$ cat src/rtl/deq_pkg.sv
// deq_pkg: shared constants, beat types and action codes of the statistics deque
package deq_pkg;

  // ring storage
  localparam int DEPTH = 1024;
  localparam int PTR_W = $clog2(DEPTH);
  localparam int CNT_W = $clog2(DEPTH + 1);

  // fixed field widths
  localparam int ACT_W  = 2;
  localparam int ITEM_W = 64;
  localparam int FILL_W = 11;
  localparam int STAT_W = 32;
  localparam int CFG_W  = 11;

  // action codes
  localparam logic [ACT_W-1:0] ACT_PUSH_TAIL = 2'd0;
  localparam logic [ACT_W-1:0] ACT_PUSH_HEAD = 2'd1;
  localparam logic [ACT_W-1:0] ACT_POP_HEAD  = 2'd2;
  localparam logic [ACT_W-1:0] ACT_POP_TAIL  = 2'd3;

  typedef struct packed {
    logic [ACT_W-1:0]  action;
    logic [ITEM_W-1:0] item_value;
  } in_beat_t;

  typedef struct packed {
    logic              ok;
    logic [ITEM_W-1:0] popped_value;
    logic [FILL_W-1:0] fill_level;
    logic [STAT_W-1:0] total_pushes;
    logic [STAT_W-1:0] total_push_failures;
    logic [STAT_W-1:0] total_pops;
    logic [FILL_W-1:0] peak_fill;
  } out_beat_t;

  // outcome of one accepted beat, as seen by the statistics counters
  typedef struct packed {
    logic             push_ok;
    logic             push_fail;
    logic             pop_ok;
    logic [CNT_W-1:0] fill;
  } stat_event_t;

  // counter values after the current beat
  typedef struct packed {
    logic [STAT_W-1:0] pushes;
    logic [STAT_W-1:0] push_failures;
    logic [STAT_W-1:0] pops;
    logic [CNT_W-1:0]  peak;
  } stat_t;

endpackage

$ cat src/rtl/deq_stats.sv
// deq_stats: usage counters of the deque (pushes, refused pushes, pops, peak fill)
module deq_stats (
  input  logic                clk,
  input  logic                rst,
  input  deq_pkg::stat_event_t ev,
  output deq_pkg::stat_t      stat_next
);
  import deq_pkg::*;

  logic [STAT_W-1:0] pushes;
  logic [STAT_W-1:0] push_failures;
  logic [STAT_W-1:0] pops;
  logic [CNT_W-1:0]  peak;

  // next counter values, wrapping at the counter width
  always_comb begin
    stat_next.pushes        = ev.push_ok   ? pushes + STAT_W'(1) : pushes;
    stat_next.push_failures = ev.push_fail ? push_failures + STAT_W'(1) : push_failures;
    stat_next.pops          = ev.pop_ok    ? pops + STAT_W'(1) : pops;
    stat_next.peak          = (ev.push_ok && (ev.fill > peak)) ? ev.fill : peak;
  end

  // counter registers
  always_ff @(posedge clk) begin
    if (rst) begin
      pushes        <= '0;
      push_failures <= '0;
      pops          <= '0;
      peak          <= '0;
    end else begin
      pushes        <= stat_next.pushes;
      push_failures <= stat_next.push_failures;
      pops          <= stat_next.pops;
      peak          <= stat_next.peak;
    end
  end

endmodule

$ cat config.mk
export PLATFORM = sky130hd
export DESIGN_NAME = deq_stats
export DESIGN_NICKNAME = d
export VERILOG_FILES = /design/src/rtl/deq_pkg.sv /design/src/rtl/deq_stats.sv
export SDC_FILE = /design/constraint.sdc
export NUM_CORES = 1
export LEC_CHECK = 0
export ABC_AREA = 1
export BUFFER_PORTS_ARGS = -buffer_cell sky130_fd_sc_hd__buf_4
export CORE_UTILIZATION = 51
export DETAILED_ROUTE_END_ITERATION = 12
export PLACE_DENSITY_LB_ADDON = 0.12
export SYNTH_ARGS = -nofsm -noshare
export SYNTH_HDL_FRONTEND = slang
export SYNTH_SLANG_ARGS = --single-unit
$ cat constraint.sdc
create_clock -name clk -period 1.83 [get_ports clk]
set_clock_uncertainty 0.1 [all_clocks]
set_input_delay 0.2745 -clock clk [delete_from_list [all_inputs] [get_ports clk]]
set_output_delay 0.2745 -clock clk [all_outputs]
set_load 0.05 [all_outputs]
==> key figures, run 1 <==
Outcome
  – Outcome: did not finish
  – Halt Stage: 5_1_grt
  – Log Error: [ERROR DPL-0038] Utilization greater than 100%, impossible to legalize

Synthesis
  – Syn. warnings: 0
  – Synthesized area: 6450 um^2
  – Post-Syn Instances: 998
  – Distinct cells, synth: 38
  – Post-Syn Nets: 1028
  – Synth Area per Inst: between 6 and 7 um^2
  – Ys flop type: dfxtp_1
  – Post-synth EDFFs: 0
  – Sequential share of the synthesized area: 0.3321
  – #FFs+latches synth: between 100 and 150
  – Fraction of registers with async set/reset: 0

Die
  – Die H: approximately 110 um
  – Ports: 123
  – # rows: 40
  – Chip width: between 100 and 150 um
  – Initial Util: 0.5303

STA
  – Worst_ep kind: primary output
  – Grt repair worst endpoint: stat_next[8]

Clock network
  – Clk sinks: 107
  – H-tree levels: 3
  – CTS buffer count: 9
  – Longest Clk Path Bufs: 2
  – CTS root buf: clkbuf_16
  – Cts hold-fix bufs: 0

Place
  – GPL Wtd Cong: 0.8965
  – Placed insts: 1411
  – Area after DPL: 8984 um^2
  – DP HPWL: ~13000 um
  – Number of port buffers: ~120

GRT
  – Largest net degree at the start of global routing: 53
## stage by stage
step | setup slack (ps) | utilization
after CTS | -669.8 | 0.9283
after detailed placement | -386.7 | 0.7387
after floorplan | -170.3 | -
after global placement | -320.0 | 0.7387
## synthesized netlist by cell type, types with 5 or more instances
cell type / count / area [um^2]
nor3_1: 19 / 95.09
nand2_1: 259 / 972.2
ha_1: 14 / 175.2
nor2_2: 13 / 81.33
dfxtp_1: 107 / 2142
clkbuf_1: 13 / 48.80
nand2_2: 10 / 62.56
nand3b_1: 16 / 120.1
nand4_1: 31 / 193.9
xor2_1: 31 / 271.5
inv_1: 178 / 668.1
xnor2_1: 5 / 43.79
nand3_1: 51 / 255.2
a21oi_1: 33 / 165.2
nor2_1: 151 / 566.8
nor2_4: 10 / 112.6
o21ai_0: 7 / 35.03
## kinds of logic after synthesis
group                      Yosys count  synth area share
AOI/OAI and AO/OA                   48           0.04035
xor gates and xnor gates            40           0.05897
adders and majority gates           14           0.02716
buffers and inverters              200            0.1178
DFF                                107            0.3321
and+or+nand+nor                    589            0.4237
## timing repair
action | in CTS
pin swaps | 136
endpoints found under the setup margin | 107
buffers inserted | 85
gates cloned | 1
resized for setup | 380
==> run 2: changes to the inputs <==
--- a/config.mk
+++ b/config.mk
@@ -7,9 +7,9 @@
 export LEC_CHECK = 0
 export ABC_AREA = 1
 export BUFFER_PORTS_ARGS = -buffer_cell sky130_fd_sc_hd__buf_4
-export CORE_UTILIZATION = 51
+export CORE_UTILIZATION = 40
 export DETAILED_ROUTE_END_ITERATION = 12
-export PLACE_DENSITY_LB_ADDON = 0.12
+export PLACE_DENSITY_LB_ADDON = 0.15
 export SYNTH_ARGS = -nofsm -noshare
 export SYNTH_HDL_FRONTEND = slang
 export SYNTH_SLANG_ARGS = --single-unit
==> constraint.sdc (replaced) <==
create_clock -name clk -period 2.4 [get_ports clk]
set_clock_uncertainty 0.1 [all_clocks]
set_input_delay 0.36 -clock clk [delete_from_list [all_inputs] [get_ports clk]]
set_output_delay 0.36 -clock clk [all_outputs]
set_load 0.05 [all_outputs]
==> run 2 against run 1 <==
Against the previous run: the flow now finishes, with violations (negative setup slack); synthesized cell count unchanged; synthesized area is the same.
==> key figures, run 2 <==
STA
  – Final min period: approximately 2500 ps
  – Highest clock rate: approximately 400 MHz
  – RSZ-0062 raised after global routing: yes
  – Max-slew violation count: 0
  – Setup WS post-layout: -103.7 ps
  – Final period util: 1.043
  – Final setup vio count: 13
  – Slew @ Worst Pin: roughly 310 ps
  – Hold Vio Cnt, Final: 0
  – Slew HR: 0.7941
  – Hold slack: 251.9 ps

Layout
  – Fin cells: approximately 1400
  – Share of cells above drive strength 1: 0.4020
  – Finished Cell Area: slightly below 10000 um^2
  – Synth-to-Final Area Change: 49.19%
  – Commonest non-fill, non-tap cells in the layout: nand2_1, inv_1, buf_4, nor2_1, dfxtp_1
  – Biggest regs: pops x32, push_failures x32, pushes x32
  – Fin nets: 1219
  – Fill cells: 1441
  – Commonest non-fill, non-tap cell in the layout: nand2_1
  – N_diodes: 0

Drt
  – WL per Instance: 12.55 um
  – ANT nets after route: 0
  – Via count: 6586
  – Via density: between 4 and 5
  – Detailed Route WL: 17690 um
  – DR iter-0 viols: 322
  – DRC: 0
  – First drt pass iteration count: 5

Synthesis
  – Post-Syn Instances: 998 (unchanged)
  – Ys flop type: dfxtp_1
  – Post-Syn Nets: 1028 (unchanged)
  – Post-synth EDFFs: 0 (unchanged)
  – Distinct cells, synth: 38 (unchanged)
  – Most frequent cell after synthesis: nand2_1
  – #FFs+latches synth: 107 (unchanged)
  – Synthesized area: 6450 um^2 (unchanged)
  – Area leader, netlist: dfxtp_1
  – Fraction of registers with async set/reset: 0 (unchanged)
  – Synth top area share: 0.3321 (unchanged)
  – Syn. warnings: 0 (unchanged)
  – Synth top cells by count: nand2_1, inv_1, nor2_1
  – Sequential share of the synthesized area: 0.3321 (unchanged)
  – Synth Area per Inst: 6.463 um^2 (unchanged)
  – Area contributors post-synth: dfxtp_1, nand2_1, inv_1, nor2_1, xor2_1

Place
  – GPL Wtd Cong: 0.8288 (-7.6%)
  – Number of port buffers: 122 (unchanged)
  – Setup WS pre-CTS: -89.98 ps (+296.7 ps)
  – Area after DPL: 7685 um^2 (-14%)
  – Placed insts: 1333 (-5.5%)
  – DP HPWL: 12260 um (-4.8%)

Die
  – Core area: between 15000 and 20000 um^2
  – Die H: 129.0 um (+13%)
  – Chip width: 129.0 um (+13%)
  – Die footprint: 16640 um^2
  – Ports: 123 (unchanged)
  – Initial Util: 0.4075 (-0.1228)
  – # rows: 46 (+15%)

Critical path
  – Setup slack, reg-to-reg: -30 ps
  – Worst r2r src: peak[10]
  – CP startpoint kind: flip-flop
  – Worst R2R Path Depth: 18
  – Worst Setup Path Type: reg -> out
  – CP required: 1940 ps
  – Worst Path Arrival: a little over 2000 ps
  – CP Capture Type: output port
  – R2R Path End: peak[10]
  – CP max FO: 7

Power
  – Peak supply drop: 335.8 uV
  – Lkg Pwr: 4.585 nW
  – Cell Pwr Density: 431.4 nW/um^2

GRT
  – Gr usage total: 0.2033
  – Largest net degree at the start of global routing: 49
  – Initial antenna violation count: 0
  – Vias in the first global route: 5779
  – Global-route wire length before repair: 26830 um
  – GRT Residual Overflow: 0

Clock network
  – TritonCTS clock tree: built
  – Worst-Skew Late Latency: around 350 ps
  – Longest Clk Path Bufs: 2 (unchanged)
  – H-tree levels: 3 (unchanged)
  – Clk sinks: 107 (unchanged)
  – Cts hold-fix bufs: 0 (unchanged)
  – Clk slew on worst S/H paths: 60 ps
  – CTS buffer count: 9 (unchanged)
  – CTS root buf: clkbuf_16

Outcome
  – Failing checks: negative setup slack
  – Outcome: complete, but fails checks

Worst hold path
  – Hold endpoint: pops[1]
  – Hold Crit Class: in -> reg
  – Hold path startpoint: ev[11]
  – Hold path cells: 3

Flow run
  – Total of max-cap violations: 0
-- run 2: cell counts after synthesis --
Identical to the previous run, type by type.
-- run 2: worst max-delay path, cell delays in order, from the launching register on --
cell and delay [ps]:
dfxtp_2 320, inv_2 40, ha_4 270, nand2_4 60, nor2_4 130, and2_4 160
nand2_4 50, nand3_4 90, nand2_4 90, buf_12 160, nand2_2 60, nand2_2 70
inv_2 60, buf_8 130
-- run 2: where the power goes --
| part | switching, mW | internal [mW] | total, mW |
|---|---|---|---|
| Sequential | 0.0207 | 1.81 | 1.83 |
| Combinational | 0.524 | 0.372 | 0.896 |
| Clock | 0.664 | 0.765 | 1.43 |
| Total | 1.21 | 2.94 | 4.15 |
-- run 2: area by class of cell --
type / instances / area, um^2 / share of cell area
multi-input cells: 691 / 4393 / 0.4565
flip-flops and latches: 107 / 2212 / 0.2299
repair buffers: 198 / 1787 / 0.1857
inverters: 182 / 685.7 / 0.07125
well taps: 216 / 270.3 / 0.02808
clock buffers: 15 / 267.8 / 0.02782
clock inverters: 1 / 7.507 / 0.0007801
-- run 2: cell families after synthesis --
| family | share of synthesized area |
|---|---|
| adder cells (fa/ha/maj) | 0.02716 |
| XOR/XNOR | 0.05897 |
| AND/OR/NAND/NOR | 0.4237 |
| buffers and inverters | 0.1178 |
| flip-flops | 0.3321 |
| AO/OA/AOI/OAI | 0.04035 |
-- run 2: stage by stage --
| stage | TNS, ps | utilization | total power, mW |
|---|---|---|---|
| finish | -863.2 | 0.6080 | 4.151 |
| global route | -3026 | 0.6080 | 4.323 |
| floorplan | 0 | - | 2.250 |
| detailed placement | -574.7 | 0.4855 | 2.434 |
| CTS | -1129 | 0.5421 | 4.017 |
| global placement | -13.54 | 0.4855 | 2.432 |
-- run 2: worst max path at each step --
stage / startpoint / to / slack (ps) / cells past startpoint
after global routing: peak[5] / stat_next[4] / -190 / 13
final: peak[10] / stat_next[4] / -100 / 13
after CTS: peak[4] / stat_next[7] / -110 / 13
after floorplan: push_failures[0] / stat_next[59] / 80 / 9
after detailed placement: ev[10] / stat_next[10] / -90 / 13
after global placement: ev[10] / stat_next[10] / -10 / 13
-- run 2: repair_timing --
action | CTS | global route
setup endpoints to repair | 50 | 75
resized for setup | 93 | 262
buffers inserted | 36 | 23
pin swaps | 32 | 78
gates cloned | 1 | 1
-- run 2: metal layers --
metal / part of all wire / track usage
met1: 0.45 / 0.2612
met2: 0.50 / 0.3466
met3: 0.038 / 0.04407
met4: 0.016 / 0.04775
met5: 0 / 0
Power figures use the tool's default switching activity.
==> run 3: changes to the inputs <==
--- a/config.mk
+++ b/config.mk
@@ -10,6 +10,8 @@
 export CORE_UTILIZATION = 40
 export DETAILED_ROUTE_END_ITERATION = 12
 export PLACE_DENSITY_LB_ADDON = 0.15
+export RECOVER_POWER = 100
+export SETUP_SLACK_MARGIN = 0.05
 export SYNTH_ARGS = -nofsm -noshare
 export SYNTH_HDL_FRONTEND = slang
 export SYNTH_SLANG_ARGS = --single-unit
==> constraint.sdc (replaced) <==
create_clock -name clk -period 2.4 [get_ports clk]
set_clock_uncertainty 0.1 [all_clocks]
set_input_delay 0.36 -clock clk [delete_from_list [all_inputs] [get_ports clk]]
set_output_delay 0.36 -clock clk [all_outputs]
set_load 0.005 [all_outputs]
==> run 3 against run 2 <==
Against the previous run: the run still ends with negative setup slack left; final cell count hardly changed; sequential share of layout area increased by 0.84 points; hold slack improved by 7.3 ps; wire length fell by 0.45%; cell area is 3.4% lower; flip-flop and latch count unchanged; global-route usage rose by 0.33 points; sequential power is essentially flat; die area unchanged; core utilization down 2.1 points; critical path type unchanged.
==> key figures, run 3 (synthesis results as in run 2) <==
Clock network
  – CTS root buf: clkbuf_16
  – CTS buffer count: 9 (unchanged)
  – Cts hold-fix bufs: 0 (unchanged)
  – Clk sinks: 107 (unchanged)
  – Clk slew on worst S/H paths: 70 ps (about the same)
  – Worst-Skew Late Latency: 350 ps (about the same)
  – Longest Clk Path Bufs: 2 (unchanged)
  – H-tree levels: 3 (unchanged)
  – TritonCTS clock tree: built

STA
  – Highest clock rate: 409.0 MHz (+2.4%)
  – Hold Vio Cnt, Final: 0 (unchanged)
  – Slew HR: 0.02705 (-0.7670)
  – RSZ-0062 raised after global routing: yes
  – Final min period: 2445 ps (-58.94 ps)
  – Setup WS post-layout: -44.72 ps (+58.94 ps)
  – Final TNS setup: -175.3 ps (+687.9 ps)
  – Hold slack: 259.2 ps (+7.253 ps)
  – Final setup vio count: 5 (-8)
  – Slew @ Worst Pin: 1459 ps (+1153 ps)
  – Final period util: 1.019 (-0.02456)
  – Max-slew violation count: 0 (unchanged)

Layout
  – N_diodes: 0 (unchanged)
  – Fin nets: 1218 (-0.082%)
  – Biggest regs: pops x32, push_failures x32, pushes x32
  – Share of cells above drive strength 1: 0.3680 (-0.03403)
  – Commonest non-fill, non-tap cell in the layout: nand2_1
  – Utilization after layout: 0.5874 (-0.02055)
  – Commonest non-fill, non-tap cells in the layout: nand2_1, buf_4, inv_1, nor2_1, dfxtp_1
  – Synth-to-Final Area Change: 44.15%

Critical path
  – Setup slack, reg-to-reg: 70 ps (+100 ps)
  – Worst R2R Path Depth: 16 (-2)
  – Worst r2r src: peak[10]
  – Worst Setup Path Type: reg -> out
  – Worst Path Arrival: 1980 ps (-60 ps)
  – CP max FO: 6 (-1)
  – CP Capture Type: output port
  – Setup crit end: stat_next[7]
  – CP startpoint kind: flip-flop
  – CP required: 1940 ps (about the same)
  – Crit path from: peak[6]
  – R2R Path End: peak[3]

Die
  – Ports: 123 (unchanged)
  – Initial Util: 0.4075 (unchanged)
  – Core area: 15830 um^2 (unchanged)
  – Die H: 129.0 um (unchanged)
  – # rows: 46 (unchanged)
  – Die footprint: 16640 um^2 (unchanged)
  – Chip width: 129.0 um (unchanged)

GRT
  – Vias in the first global route: 5769 (-0.17%)
  – Gr usage total: 0.2067 (+0.003308)
  – Largest net degree at the start of global routing: 49 (unchanged)
  – Initial antenna violation count: 0 (unchanged)
  – Global-route wire length before repair: 27350 um (+1.9%)
  – GRT Residual Overflow: 0 (unchanged)

Drt
  – ANT nets after route: 0 (unchanged)
  – Via density: 4.660 (-0.23%)
  – DRC: 0 (unchanged)
  – First drt pass iteration count: 5 (unchanged)
  – Via count: 6566 (-0.30%)
  – WL per Instance: 12.50 um (-0.38%)
  – DR iter-0 viols: 330 (+2.5%)
  – Detailed Route WL: 17610 um (-0.45%)

Outcome
  – Failing checks: negative setup slack
  – Outcome: complete, but fails checks

Place
  – DP HPWL: 12240 um (-0.12%)
  – GPL Wtd Cong: 0.8351 (+0.76%)
  – Number of port buffers: 122 (unchanged)

Flow run
  – Total of max-cap violations: 0 (unchanged)

Power
  – Lkg Pwr: 4.506 nW (-1.7%)
  – Cell Pwr Density: 416.8 nW/um^2 (-3.4%)
  – Peak supply drop: 324.4 uV (-3.4%)

Worst hold path
  – Hold Crit Class: in -> reg
## run 3: metrics by stage
step / std cells / total power, mW / setup slack (ps) / cell area [um^2]
6_report: 1409 / 3.875 / -44.72 / 9298
5_1_grt: 1409 / 4.035 / -137.4 / 9298
4_1_cts: 1379 / 3.782 / -44.11 / 8444
3_5_place_dp: 1329 / 2.248 / -72.33 / 7655
3_3_place_gp: 1329 / 2.247 / -61.84 / 7655
2_1_floorplan: 998 / 2.076 / 454.6 / 6450
## run 3: critical path, cell delays in order, from the launching register on
cell	delay, ps
dfxtp_2	320
inv_2	50
ha_4	280
nand2_4	60
nor2_4	120
and2_4	160
nand2_4	50
nand3_4	100
buf_6	140
nand3b_1	100
nand2_1	100
inv_1	50
buf_6	110
## run 3: timing repair
item	in CTS	in global routing
setup endpoints to repair	50	71
buffers inserted	33	29
gates cloned	1	2
pin swaps	36	82
resized for setup	71	200
## run 3: power breakdown
| part | switching, mW | internal, mW |
|---|---|---|
| registers | 0.0201 | 1.80 |
| logic | 0.318 | 0.303 |
| clock network | 0.665 | 0.765 |
| total | 1.00 | 2.87 |
## run 3: cell type report
type,count,area [um^2]
Fill cell,1519,6530
Multi-Input combinational cell,692,4248
Sequential cell,107,2216
Timing Repair Buffer,196,1603
Inverter,182,685.7
Tap cell,216,270.3
Clock buffer,15,267.8
Clock inverter,1,7.507
## run 3: worst min path at each step
stage	start	end	slack, ps	depth (start not counted)
after floorplan	pushes[31]	pushes[31]	360	2
after global placement	pushes[31]	pushes[31]	370	2
after detailed placement	pops[31]	pops[31]	380	2
after CTS	ev[11]	pops[1]	230	3
after global routing	ev[11]	pops[1]	260	3
final	ev[11]	pops[1]	260	3
## run 3: per-layer routing
layer  global-route usage  part of all wire
met1               0.2641              0.45
met2               0.3596              0.50
met3              0.04241             0.040
met4              0.04014             0.012
met5                    0                 0
==> run 4: changes to the inputs <==
--- a/config.mk
+++ b/config.mk
@@ -7,6 +7,7 @@
 export LEC_CHECK = 0
 export ABC_AREA = 1
 export BUFFER_PORTS_ARGS = -buffer_cell sky130_fd_sc_hd__buf_4
+export CORE_ASPECT_RATIO = 1.2
 export CORE_UTILIZATION = 40
 export DETAILED_ROUTE_END_ITERATION = 12
 export PLACE_DENSITY_LB_ADDON = 0.15
==> run 4 against run 3 <==
Against the previous run: the flow still finishes with violations (negative setup slack); combinational power grew 2%; non-clock buffer count shrank 16; sequential share of layout area up 0.64 points; die area is essentially flat; clock-buffer cell count fell by 3; hold slack about the same; core utilization fell by 0.72 points; first-iteration DRC count down 18%; wire length decreased by 1.6%; global-route usage fell by 0.42 points; critical path depth unchanged; via count fell by 1.6%; largest cell class unchanged.
==> key figures, run 4 (synthesis results as in run 2) <==
Power
  – Cell Pwr Density: 430.7 nW/um^2 (+3.3%)
  – Clock power share: 0.376 (+0.007)
  – Reg power frac: 0.463 (-0.008)
  – Net Sw Power: 1.007 mW (+0.34%)
  – Net Sw Frac: 0.2565 (-0.002394)
  – Comb pwr share: 0.161 (about the same)
  – Lkg Pwr: 4.458 nW (-1.1%)
  – Total chip power: 3.925 mW (+1.3%)
  – Peak supply drop: 388.1 uV (+20%)
  – Cell-internal power: 2.918 mW (+1.6%)

Clock network
  – Clk slew on worst S/H paths: 70 ps (about the same)
  – H-tree levels: 3 (unchanged)
  – Worst-Skew Late Latency: 360 ps (about the same)
  – Clk sinks: 107 (unchanged)
  – TritonCTS clock tree: built
  – CTS buffer count: 9 (unchanged)
  – CTS root buf: clkbuf_16
  – Longest Clk Path Bufs: 2 (unchanged)
  – Cts hold-fix bufs: 0 (unchanged)

Outcome
  – Outcome: complete, but fails checks
  – Failing checks: negative setup slack

Die
  – # rows: 50 (+8.7%)
  – Chip width: 117.9 um (-8.6%)
  – Die H: 141.1 um (+9.4%)
  – Initial Util: 0.4108 (+0.003247)
  – Core area: 15700 um^2 (-0.79%)
  – Ports: 123 (unchanged)
  – Die footprint: 16640 um^2 (about the same)

Critical path
  – Slowest-stage cell, CP: dfxtp_1
  – CP startpoint kind: flip-flop
  – R2R Path End: peak[3]
  – Slowest stage delay, CP: 330 ps (about the same)
  – Crit path from: peak[5]
  – Worst r2r src: peak[5]
  – Worst Setup Path Type: reg -> out
  – CP max FO: 6 (unchanged)
  – Setup slack, reg-to-reg: 70 ps (about the same)
  – CP Cell Sequence: inv_2 > ha_4 > nand2_4 > nor2_4 > and2_4 > nand2_4 > nand3_4 > buf_6 > nand3b_1 > nand2_2 > inv_2 > buf_6
  – CP Capture Type: output port
  – CP required: 1940 ps (about the same)
  – Worst Path Arrival: 2010 ps (+30 ps)
  – Setup crit end: stat_next[9]
  – Worst R2R Path Depth: 17 (+1)

Flow run
  – Total of max-cap violations: 0 (unchanged)

Layout
  – Utilization after layout: 0.5802 (-0.007192)
  – Fin cells: 1383 (-1.8%)
  – Biggest regs: pops x32, push_failures x32, pushes x32
  – Fill cells: 1528 (+0.59%)
  – N_diodes: 0 (unchanged)
  – Commonest non-fill, non-tap cell in the layout: nand2_1
  – Share of cells above drive strength 1: 0.3430 (-0.02500)
  – Fin nets: 1201 (-1.4%)
  – Commonest non-fill, non-tap cells in the layout: nand2_1, inv_1, buf_4, nor2_1, dfxtp_1
  – Synth-to-Final Area Change: 41.26%

Drt
  – DR iter-0 viols: 269 (-18%)
  – ANT nets after route: 0 (unchanged)
  – Via density: 4.674 (+0.30%)
  – First drt pass iteration count: 4 (-1)
  – DRC: 0 (unchanged)
  – Detailed Route WL: 17330 um (-1.6%)
  – Via count: 6464 (-1.6%)
  – WL per Instance: 12.53 um (+0.27%)

STA
  – Highest clock rate: 404.3 MHz (-1.2%)
  – Final setup vio count: 10 (+5)
  – Slew @ Worst Pin: 1028 ps (-431.7 ps)
  – Max-slew violation count: 0 (unchanged)
  – Slew HR: 0.3149 (+0.2878)
  – Final period util: 1.031 (+0.01203)
  – Hold Vio Cnt, Final: 0 (unchanged)
  – Hold slack: 259.3 ps (+0.09400 ps)
  – Final min period: 2474 ps (+28.86 ps)
  – RSZ-0062 raised after global routing: yes
  – Final TNS setup: -294.5 ps (-119.2 ps)
  – Setup WS post-layout: -73.58 ps (-28.86 ps)

GRT
  – GRT Residual Overflow: 0 (unchanged)
  – Gr usage total: 0.2025 (-0.004187)
  – Initial antenna violation count: 0 (unchanged)
  – Global-route wire length before repair: 27140 um (-0.76%)
  – Vias in the first global route: 5884 (+2.0%)
  – Largest net degree at the start of global routing: 50 (+2.0%)

Worst hold path
  – Hold Crit Class: in -> reg

Place
  – GPL Wtd Cong: 0.8808 (+5.5%)
  – DP HPWL: 12560 um (+2.6%)
  – Placed insts: 1321 (-0.60%)
  – Number of port buffers: 122 (unchanged)
-- run 4: cell types whose count changed in the layout (fill, tap and decap cells not counted), moves of 6 or more --
cell     change
buf_4       -11
buf_6        -7
dfxtp_2      -7
dfxtp_4      +6
nor2_1       +6
-- run 4: power by group through the flow --
stage	sequential, mW	combinational, mW	clock [mW]
2_1_floorplan	1.86	0.217	0
3_3_place_gp	1.86	0.392	0
3_5_place_dp	1.86	0.393	0
4_1_cts	1.83	0.516	1.50
5_1_grt	1.82	0.693	1.57
6_report	1.82	0.632	1.47
-- run 4: stage by stage --
step | area (um^2) | worst slack [ps]
6_report | 9111 | -73.58
5_1_grt | 9111 | -159.1
3_5_place_dp | 7645 | -124.7
3_3_place_gp | 7645 | -81.86
4_1_cts | 8418 | -69.46
2_1_floorplan | 6450 | 454.6
-- run 4: routing by layer --
| metal | global-route usage | part of all wire | vias to the layer above |
|---|---|---|---|
| met5 | 0 | 0 | - |
| met4 | 0.07625 | 0.014 | 0 |
| met2 | 0.3759 | 0.52 | 116 |
| met3 | 0.03236 | 0.036 | 14 |
| li1 | - | - | 3398 |
| met1 | 0.2313 | 0.43 | 2936 |
-- run 4: repair_timing --
action / CTS / global route
buffers inserted: 32 / 14
pin swaps: 30 / 64
setup endpoints to repair: 53 / 77
gates cloned: 0 / 1
resized for setup: 69 / 185
-- run 4: layout make-up --
cell class	instances	area (um^2)	area share
clock buffers	12	236.5	0.02595
clock inverters	3	40.04	0.004394
inverters	182	685.7	0.07525
multi-input cells	691	4197	0.4606
flip-flops and latches	107	2230	0.2447
well taps	208	260.3	0.02856
repair buffers	180	1463	0.1605
-- run 4: how the worst min path moves through the flow --
stage          cells past startpoint        from          to
2_1_floorplan                      2  pushes[31]  pushes[31]
3_3_place_gp                       2  pushes[31]  pushes[31]
3_5_place_dp                       2  pushes[31]  pushes[31]
4_1_cts                            4       ev[5]     peak[5]
5_1_grt                            4       ev[6]     peak[6]
6_report                           3      ev[13]   pushes[1]
-- run 4: critical path, delay by kind of cell, from the launching register on --
family	cells	cell delay, ps
adders and majority gates	1	260
buffers and inverters	4	330
DFF	1	330
and+or+nand+nor	7	730
